[src/hw/rtl/dtdy_pkg.sv]
// Package for the date-to-decimal-year pipeline: word types, timing constants
// and the month offset table. No dependencies; imported by date_to_decimal_year and tb.
package dtdy_pkg;

    // Fraction precision and the layout of the long division stages.
    localparam int FRACTION_BITS      = 32;
    localparam int DIV_BITS_PER_STAGE = 2;
    localparam int DIV_STAGES         =
        (FRACTION_BITS + DIV_BITS_PER_STAGE - 1) / DIV_BITS_PER_STAGE;

    // Stages ahead of the divider: decode, leap test, day fix, day scale, sum.
    localparam int FRONT_STAGES = 5;
    // The carry stage and the division stages follow them.
    localparam int NUM_STAGES   = FRONT_STAGES + 1 + DIV_STAGES;

    // Field widths.
    localparam int YEAR_W = 14;
    localparam int DOY_W  = 9;
    localparam int TOD_W  = 27;
    localparam int REM_W  = 35;
    localparam int FRAC_OUT_W = 32;

    // Millisecond constants.
    localparam logic [26:0] MS_PER_DAY    = 27'd86400000;
    localparam logic [21:0] MS_PER_HOUR   = 22'd3600000;
    localparam logic [15:0] MS_PER_MINUTE = 16'd60000;

    // Length of a common and of a leap year in milliseconds.
    localparam logic [REM_W-1:0] DENOM_COMMON = 35'd31536000000;
    localparam logic [REM_W-1:0] DENOM_LEAP   = 35'd31622400000;

    // Reciprocal of 25 scaled by 2^17; exact quotient for every 14-bit year.
    localparam logic [12:0] RECIP_25       = 13'd5243;
    localparam int          RECIP_25_SHIFT = 17;
    localparam logic [YEAR_W-1:0] TWENTY_FIVE = 14'd25;

    // Input word.
    typedef struct packed {
        logic [13:0] year_number;
        logic [3:0]  month_number;
        logic [4:0]  day_of_month;
        logic [4:0]  hour_of_day;
        logic [5:0]  minute_of_hour;
        logic [15:0] second_millis;
    } in_word_t;

    // Result word.
    typedef struct packed {
        logic [13:0] whole_year;
        logic [31:0] year_fraction;
        logic [8:0]  day_index;
    } out_word_t;

    // Word carried through the division stages.
    typedef struct packed {
        logic [YEAR_W-1:0]        year;
        logic [DOY_W-1:0]         doy;
        logic                     leap;
        logic [REM_W-1:0]         rem;
        logic [FRACTION_BITS-1:0] frac;
    } div_word_t;

    // Day offset at the start of each month; other codes read as January.
    function automatic logic [DOY_W-1:0] month_offset(input logic [3:0] month);
        logic [DOY_W-1:0] offset;
        unique case (month)
            4'd2:    offset = 9'd31;
            4'd3:    offset = 9'd59;
            4'd4:    offset = 9'd90;
            4'd5:    offset = 9'd120;
            4'd6:    offset = 9'd151;
            4'd7:    offset = 9'd181;
            4'd8:    offset = 9'd212;
            4'd9:    offset = 9'd243;
            4'd10:   offset = 9'd273;
            4'd11:   offset = 9'd304;
            4'd12:   offset = 9'd334;
            default: offset = 9'd0;
        endcase
        return offset;
    endfunction

endpackage

[src/hw/rtl/date_to_decimal_year.sv]
// Top level of the date-to-decimal-year converter: a fully pipelined datapath
// with a bubble-collapsing valid/ready chain. Depends on dtdy_pkg.

// The block takes one date and time word per clock while s_ready is high and
// returns one result word per input, in order, through its NUM_STAGES stages:
// five stages decode the date, test the leap year and form the elapsed
// milliseconds, one stage folds a time past year end into the year,
// and the rest are a restoring long divider that settles two fraction bits per
// stage. Each stage holds when the stage after it is full and stalled, so
// s_ready drops only when every stage holds a word. Months outside 1..12 are
// read as January, a day of zero as day one, and the fraction is the floor of
// the elapsed share of the year in units of 2^-32.
module date_to_decimal_year
    import dtdy_pkg::*;
(
    input  logic      aclk,
    input  logic      aresetn,
    input  logic      s_valid,
    output logic      s_ready,
    input  in_word_t  s_data,
    output logic      m_valid,
    input  logic      m_ready,
    output out_word_t m_data
);

    // Valid bit per stage and the enable chain that collapses bubbles.
    logic [NUM_STAGES-1:0] valid_reg;
    logic [NUM_STAGES-1:0] valid_in;
    logic [NUM_STAGES:0]   stage_en;

    assign stage_en[NUM_STAGES] = m_ready;
    for (genvar k = 0; k < NUM_STAGES; k++) begin : g_enable
        assign stage_en[k] = !valid_reg[k] || stage_en[k+1];
    end

    assign valid_in = {valid_reg[NUM_STAGES-2:0], s_valid};
    assign s_ready  = stage_en[0];

    always_ff @(posedge aclk) begin
        if (!aresetn) begin
            valid_reg <= '0;
        end else begin
            for (int k = 0; k < NUM_STAGES; k++) begin
                if (stage_en[k]) begin
                    valid_reg[k] <= valid_in[k];
                end
            end
        end
    end

    // Stage A: split the date, start the divide-by-25 test, scale the time.
    logic [YEAR_W-1:0] year_a_reg;
    logic              leap4_a_reg;
    logic              leap16_a_reg;
    logic [9:0]        q25_a_reg;
    logic [DOY_W-1:0]  base_a_reg;
    logic [4:0]        daym1_a_reg;
    logic              after_feb_a_reg;
    logic [26:0]       hour_ms_a_reg;
    logic [21:0]       minute_ms_a_reg;
    logic [15:0]       msec_a_reg;

    logic [26:0] q25_prod_next;
    logic [4:0]  daym1_next;

    assign q25_prod_next = 27'(s_data.year_number) * 27'(RECIP_25);
    assign daym1_next    = (s_data.day_of_month == 5'd0) ? 5'd0
                         : s_data.day_of_month - 5'd1;

    always_ff @(posedge aclk) begin
        if (stage_en[0]) begin
            year_a_reg      <= s_data.year_number;
            leap4_a_reg     <= (s_data.year_number[1:0] == 2'd0);
            leap16_a_reg    <= (s_data.year_number[3:0] == 4'd0);
            q25_a_reg       <= q25_prod_next[RECIP_25_SHIFT +: 10];
            base_a_reg      <= month_offset(s_data.month_number);
            daym1_a_reg     <= daym1_next;
            after_feb_a_reg <= (s_data.month_number >= 4'd3)
                            && (s_data.month_number <= 4'd12);
            hour_ms_a_reg   <= 27'(s_data.hour_of_day) * 27'(MS_PER_HOUR);
            minute_ms_a_reg <= 22'(s_data.minute_of_hour) * 22'(MS_PER_MINUTE);
            msec_a_reg      <= s_data.second_millis;
        end
    end

    // Stage B: finish the divide-by-25 test, day before leap fix, time of day.
    logic [YEAR_W-1:0] year_b_reg;
    logic              leap4_b_reg;
    logic              leap16_b_reg;
    logic              div25_b_reg;
    logic [DOY_W-1:0]  doy_pre_b_reg;
    logic              after_feb_b_reg;
    logic [TOD_W-1:0]  tod_b_reg;

    always_ff @(posedge aclk) begin
        if (stage_en[1]) begin
            year_b_reg      <= year_a_reg;
            leap4_b_reg     <= leap4_a_reg;
            leap16_b_reg    <= leap16_a_reg;
            div25_b_reg     <= (year_a_reg == 14'(q25_a_reg) * TWENTY_FIVE);
            doy_pre_b_reg   <= base_a_reg + 9'(daym1_a_reg);
            after_feb_b_reg <= after_feb_a_reg;
            tod_b_reg       <= hour_ms_a_reg + 27'(minute_ms_a_reg)
                             + 27'(msec_a_reg);
        end
    end

    // Stage C: Gregorian leap rule and the extra day after February.
    logic [YEAR_W-1:0] year_c_reg;
    logic              leap_c_reg;
    logic [DOY_W-1:0]  doy_c_reg;
    logic [TOD_W-1:0]  tod_c_reg;
    logic              leap_next;

    assign leap_next = leap4_b_reg && (!div25_b_reg || leap16_b_reg);

    always_ff @(posedge aclk) begin
        if (stage_en[2]) begin
            year_c_reg <= year_b_reg;
            leap_c_reg <= leap_next;
            doy_c_reg  <= doy_pre_b_reg + 9'(leap_next && after_feb_b_reg);
            tod_c_reg  <= tod_b_reg;
        end
    end

    // Stage D: whole days in milliseconds.
    logic [YEAR_W-1:0] year_d_reg;
    logic              leap_d_reg;
    logic [DOY_W-1:0]  doy_d_reg;
    logic [TOD_W-1:0]  tod_d_reg;
    logic [REM_W-1:0]  day_ms_d_reg;

    always_ff @(posedge aclk) begin
        if (stage_en[3]) begin
            year_d_reg   <= year_c_reg;
            leap_d_reg   <= leap_c_reg;
            doy_d_reg    <= doy_c_reg;
            tod_d_reg    <= tod_c_reg;
            day_ms_d_reg <= 35'(doy_c_reg) * 35'(MS_PER_DAY);
        end
    end

    // Stage E: elapsed milliseconds since the start of the year.
    logic [YEAR_W-1:0] year_e_reg;
    logic              leap_e_reg;
    logic [DOY_W-1:0]  doy_e_reg;
    logic [REM_W-1:0]  total_e_reg;

    always_ff @(posedge aclk) begin
        if (stage_en[4]) begin
            year_e_reg  <= year_d_reg;
            leap_e_reg  <= leap_d_reg;
            doy_e_reg   <= doy_d_reg;
            total_e_reg <= day_ms_d_reg + 35'(tod_d_reg);
        end
    end

    // Carry stage: a time at or past year end moves into the next year.
    // The total stays below twice the year length, so one subtract suffices.
    div_word_t        div_reg  [DIV_STAGES+1];
    div_word_t        div_next [DIV_STAGES+1];
    logic [REM_W-1:0] carry_denom;
    logic             carry_ge;

    assign carry_denom = leap_e_reg ? DENOM_LEAP : DENOM_COMMON;
    assign carry_ge    = (total_e_reg >= carry_denom);

    // Carry stage word, then the division stages: restoring steps with
    // DIV_BITS_PER_STAGE quotient bits each.
    always_comb begin
        div_word_t        cur;
        logic [REM_W:0]   shifted;
        logic [REM_W-1:0] den;
        logic             take;
        div_next[0].year = year_e_reg + 14'(carry_ge);
        div_next[0].doy  = doy_e_reg;
        div_next[0].leap = leap_e_reg;
        div_next[0].rem  = carry_ge ? total_e_reg - carry_denom : total_e_reg;
        div_next[0].frac = '0;
        for (int s = 1; s <= DIV_STAGES; s++) begin
            cur = div_reg[s-1];
            den = cur.leap ? DENOM_LEAP : DENOM_COMMON;
            for (int j = 0; j < DIV_BITS_PER_STAGE; j++) begin
                if ((s - 1) * DIV_BITS_PER_STAGE + j < FRACTION_BITS) begin
                    shifted  = {cur.rem, 1'b0};
                    take     = (shifted >= {1'b0, den});
                    cur.rem  = take ? REM_W'(shifted - {1'b0, den}) : REM_W'(shifted);
                    cur.frac = {cur.frac[FRACTION_BITS-2:0], take};
                end
            end
            div_next[s] = cur;
        end
    end

    always_ff @(posedge aclk) begin
        for (int s = 0; s <= DIV_STAGES; s++) begin
            if (stage_en[FRONT_STAGES + s]) begin
                div_reg[s] <= div_next[s];
            end
        end
    end

    // Result word from the last division stage.
    assign m_valid              = valid_reg[NUM_STAGES-1];
    assign m_data.whole_year    = div_reg[DIV_STAGES].year;
    assign m_data.year_fraction = FRAC_OUT_W'(div_reg[DIV_STAGES].frac);
    assign m_data.day_index     = div_reg[DIV_STAGES].doy;

    // The day of year never passes the last day of a leap year.
    a_day_index_range: assert property (@(posedge aclk) disable iff (!aresetn)
        m_valid |-> (m_data.day_index <= 9'd365))
        else $error("day_index beyond the end of a leap year");

    // After the carry stage the remainder is below the year length.
    a_carry_rem: assert property (@(posedge aclk) disable iff (!aresetn)
        valid_reg[FRONT_STAGES] |->
            (div_reg[0].rem < (div_reg[0].leap ? DENOM_LEAP : DENOM_COMMON)))
        else $error("remainder not reduced below the year length");

    // Input back-pressure appears only when every stage is full.
    a_full_on_stall: assert property (@(posedge aclk) disable iff (!aresetn)
        !s_ready |-> (&valid_reg))
        else $error("s_ready low while the pipeline has a bubble");

endmodule

[config.mk]
export PLATFORM = sky130hd
export DESIGN_NAME = date_to_decimal_year
export DESIGN_NICKNAME = d
export VERILOG_FILES = /design/src/hw/rtl/dtdy_pkg.sv /design/src/hw/rtl/date_to_decimal_year.sv
export SDC_FILE = /design/constraint.sdc
export NUM_CORES = 2
export LEC_CHECK = 0
export BUFFER_PORTS_ARGS = -buffer_cell sky130_fd_sc_hd__buf_2
export CORE_MARGIN = 1
export CORE_UTILIZATION = 45
export DETAILED_ROUTE_END_ITERATION = 7
export SYNTH_ARGS = -nofsm -noshare
export SYNTH_HDL_FRONTEND = slang
export SYNTH_SLANG_ARGS = --single-unit
[constraint.sdc]
create_clock -name aclk -period 7.46 [get_ports aclk]
set_clock_uncertainty 0.2 [all_clocks]
set_input_delay 0.746 -clock aclk [delete_from_list [all_inputs] [get_ports aclk]]
set_output_delay 0.746 -clock aclk [all_outputs]
set_load 0.01 [all_outputs]
### Yosys cells after proc, flatten, opt, wreduce, memory -nomap -nowiden

Memories as Yosys holds them, arrays and structs flattened. A register that Yosys moved wholly into a read port is not among the register bits.
Cells that the tools add are included.

| word-level totals | value |
|---|---|
| flip-flop bits (word level) | 347 |
| output and inout port bits | 57 |
| input port bits | 54 |
| RAM bits | 1547 |
| ROM bits | 144 |
| logic and storage cells | 270 |
| memories kept | 2 |

Memory list:

| name | depth | width | rd ports | clocked after memory_dff | write ports | line | text |
|---|---|---|---|---|---|---|---|
| div_reg | 17 | 91 | 17 | 0 | 17 | date_to_decimal_year.sv:160 | `div_word_t div_reg [DIV_STAGES+1];` |
| (no name shown) | 16 | 9 | 1 | 1 | 0 | dtdy_pkg.sv:66 | `unique case (month)` |

| operators by class | value |
|---|---|
| add/sub/neg operators | 40 |
| equality and inequality tests | 1 |
| multipliers | 5 |
| reductions and logical operators | 52 |
| $lt $le $gt $ge | 35 |
| multiplexer cells | 84 |

Operator list:

| kind | number |
|---|---|
| 35-bit two-way mux | 33 |
| 35-bit subtractor | 33 |
| 36-bit by 35-bit greater-or-equal comparator with 1-bit output | 32 |
| 28-bit two-way mux | 17 |
| 35-bit by 27-bit adder with 35-bit output | 1 |
| 35-bit greater-or-equal comparator | 1 |
| 1-bit two-way mux | 34 |
| 27-bit by 16-bit adder with 27-bit output | 1 |
| 27-bit by 22-bit adder with 27-bit output | 1 |
| 14-bit by 13-bit multiplier with 27-bit output, second input constant | 1 |
| 9-bit by 17-bit multiplier with 25-bit output, second input constant | 1 |
| 1-bit zero test | 23 |
| 1-bit logical OR | 23 |
| 5-bit by 15-bit multiplier with 20-bit output, second input constant | 1 |
| 6-bit by 11-bit multiplier with 17-bit output, second input constant | 1 |
| 14-bit by 1-bit adder with 14-bit output | 1 |
| 14-bit equality test | 1 |
| 10-bit by 5-bit multiplier with 14-bit output, second input constant | 1 |
| 9-bit by 1-bit adder with 9-bit output | 1 |
| 9-bit by 5-bit adder with 9-bit output | 1 |
| 5-bit zero test | 1 |
| 5-bit by 1-bit subtractor with 5-bit output, second input constant | 1 |
| 4-bit by 2-bit greater-or-equal comparator with 1-bit output, second input constant | 1 |
| 4-bit <= comparator, second input constant | 1 |
| other kinds (3) | 5 |

### Logic depth before layout (Yosys ltp)

| logic depth | value |
|---|---|
| word-level depth | 23 |
| gate-level depth with buffers | 27 |
| mapped depth without buffers | 24 |

### Worst setup path before layout

No wires, ideal clock.

| timing path | value |
|---|---|
| path type | in2out |
| start point | input port m_ready |
| end point | output port s_ready |
| stages on the path | 12 |
| arrival | 7.245 ns |
| setup slack | -0.731 ns |
| path through | nor2b_1 -> inv_1 -> nor2_1 -> and2_1 -> inv_1 -> nor3_1 -> and2_1 -> and3_1 -> and2_1 -> and3_1 -> and2_1 -> nand3_1 |

| between the ends | value |
|---|---|
| word-level cells in the longest chain between the ends | 22 |

Ends and longest elaborated chain:

| element | line | text |
|---|---|---|
| start, declared | date_to_decimal_year.sv:22 | `input logic m_ready,` |
| 1-bit logical OR | date_to_decimal_year.sv:33 | `assign stage_en[k] = !valid_reg[k] \|\| stage_en[k+1];` |
| named net stage_en[21] | date_to_decimal_year.sv:29 | `logic [NUM_STAGES:0] stage_en;` |
| 1-bit logical OR (5 in series) | date_to_decimal_year.sv:33 |  |
| named net stage_en[16] | date_to_decimal_year.sv:29 |  |
| 1-bit logical OR (16 in series) | date_to_decimal_year.sv:33 |  |
| end, declared | date_to_decimal_year.sv:19 | `output logic s_ready,` |

The timed path passes the listed nets, and every way through them passes these cells.

==> impl_metrics.yaml <==
clocking:
  htreeDepth: 4
  clk_latency_ps: 810
  path_clk_slew_ps: 60
  cts_made_buffers: 160
  clock_sinks: 1464
  cts_tree: "done"
  root_buffer: "clkbuf_16"
  cts_resized: 0
  post-cts-setup-buffers: 0
  cts_max_path_buffers: 3
critical_path:
  cp_max_fo: 10
  crit_path_end_kind: "flop"
  timing_worst_setup_path_type: "flop to flop"
  worst_setup_path_start_kind: "flop"
  ff2ff_setup_slack_ps: 760
  cp_data_arrival_time_ps: 7050
  required_ps: 7800
synthesis:
  ys_async_sr_fraction: 0
  synth_fp_nets: 8474
  ys_seq_area_frac: 0.498
  yosys.area.top_type: "edfxtp_1"
  synthTopCellsByArea: "edfxtp_1 (49%), ha_1 (9.4%), xnor2_1 (4.7%)"
  synthFlopType: "edfxtp_1"
  syn_area_per_cell_um2: 11.5
  ys_types: 121
  ys_ff_latch: 1464
  syn_area_um2: 87900
  synthCells: 7619
  yosysTopAreaCellShare: 0.493
  ys_warn_count: 0
  synth_edf_count: 1442
sta:
  min_period_ps: 6700
  fin_tns_setup_ps: 0
  setup-violations-final: 0
  min_period_over_period: 0.898
  final_hold_viol_count: 0
  slew_violations: 0
  max_slew_margin: 0.0961
  rsz0062_at_grt: "no"
  fmax_mhz: 149
  worst_slew_pin_slew_ps: 1350
floorplanning:
  die_area_um2: 197000
  initial_core_util: 0.455
  core_um2: 193000
  die_y_um: 444
  rows: 161
  die_w_um: 444
  pin_count: 111
route:
  vias_per_cell: 5.53
  drtIter0Drc: 3624
  via_count: 58100
  drc: 0
  routedWlPerCell_um: 18.4
  finalWirelength_um: 193000
  first_pass_iters: 6
  ant_nets: 0
global_routing:
  grt_max_degree: 77
  grt_pass1_wl_um: 309000
  grt_overflow: 0
  grtUsageTotal: 0.195
  antenna_found_initial: 1
  grt_pass1_vias: 57900
run:
  drv_cap: 0
cells_and_area:
  final_nets: 8708
  largest_reg_flops: 1109
  final_area_um2: 97100
  ff_latch_area_um2: 43700
  multi_input_area_um2: 41200
  final_layout_size_suffix_gt1_frac: 0.0946
  fill_cells: 16900
  area_growth_pct: 10.5
worst_hold_path:
  hp-class: "primary input to flop"
placement:
  gp_routability_congestion: 0.915
  post_dp_cell_area_um2: 91600
  dpl.hpwl_um: 147000
  port_buffers: 110
run_status:
  status: "finished, final reports clean"
[placed cells by master (no fill, tap or decap), types with 62 or more instances in the layout]
cell type	count
fa_1	139
clkbuf_16	163
a21o_1	117
a211oi_1	74
nor2_1	482
buf_2	110
a21oi_1	469
o21a_1	83
and3_1	75
buf_4	121
xor2_1	290
a31oi_1	103
nor2b_1	102
nand2_1	465
xnor2_1	471
nand3_1	154
mux2_2	117
o211ai_1	62
nor3_1	150
nand2b_1	68
mux2i_1	81
ha_1	662
inv_1	512
o21ai_0	365
edfxtp_1	1442
[cell families after synthesis]
logic type               count (synthesis)  share of synthesized area
AO/OA/AOI/OAI                         1785                      0.135
XOR/XNOR                               761                     0.0758
adder cells (fa/ha/maj)                801                      0.126
buffers and inverters                  722                     0.0342
flip-flops                            1464                      0.498
multiplexers                           207                     0.0257
AND/OR/NAND/NOR                       1879                      0.106
[metal layers]
metal / GRT usage / routed length (um)
met2: 0.333 / 92800
met4: 0.0590 / 5010
met1: 0.255 / 87600
met5: 0 / 12
met3: 0.0266 / 7470
[critical path, stage by stage (launching register included)]
cell       delay, ps
edfxtp_1         470
buf_4            230
ha_1             220
or2_2            280
o21ai_0          320
o311ai_2         220
a22oi_1          420
a21oi_1          170
nor2_1           330
nor2_1            90
xor2_1           220
ha_1             320
a21o_1           220
o31ai_1          300
a2111oi_0        140
o311ai_0         410
nand3_1          210
a31oi_1          340
nor3_1           150
o31ai_2          230
and2_0           330
buf_4            260
mux2_2           350
[timing repair]
| item | CTS | global route |
|---|---|---|
| hold endpoints to repair | 25 | 0 |
| setup endpoints to repair | 0 | 0 |
| hold buffers | 25 | 0 |
[final timing paths]
kind,cells past startpoint,from,to
hold / removal,1,s_data[43],year_a_reg[7]
setup reg to reg,22,div_reg[0][977],div_reg[0][1048]
setup / recovery,22,div_reg[0][977],div_reg[0][1048]
hold reg to reg,0,div_reg[0][641],div_reg[0][734]
[cell usage after synthesis (all sizes together) (126+ instances only)]
cell,n
a21oi,471
edfxtp,1442
fa,139
ha,662
inv,535
mux2,126
nand2,473
nand3,155
nor2,483
nor3,150
o21ai,377
xnor2,471
xor2,290
[metrics by stage]
step           utilization  hold slack, ps  cells  worst slack (ps)
2_1_floorplan            -             200   7619               290
3_3_place_gp         0.474             200  10200               985
3_5_place_dp         0.474             205  10200               895
5_1_grt              0.503            40.5  10500               213
4_1_cts              0.503            8.24  10500               803
6_report             0.503            72.6  10500               757
[layout make-up]
class | count | area share
antenna | 1 | 0.0000258
sequential | 1464 | 0.450
tap | 2526 | 0.0325
clock buffer | 187 | 0.0429
timing repair buffer | 257 | 0.0178
multi-input combinational | 5433 | 0.424
inverter | 537 | 0.0208
clock inverter | 104 | 0.0111
Power is not shown: default switching activity piles up to over one toggle a cycle in this logic, so the estimate is an artifact.
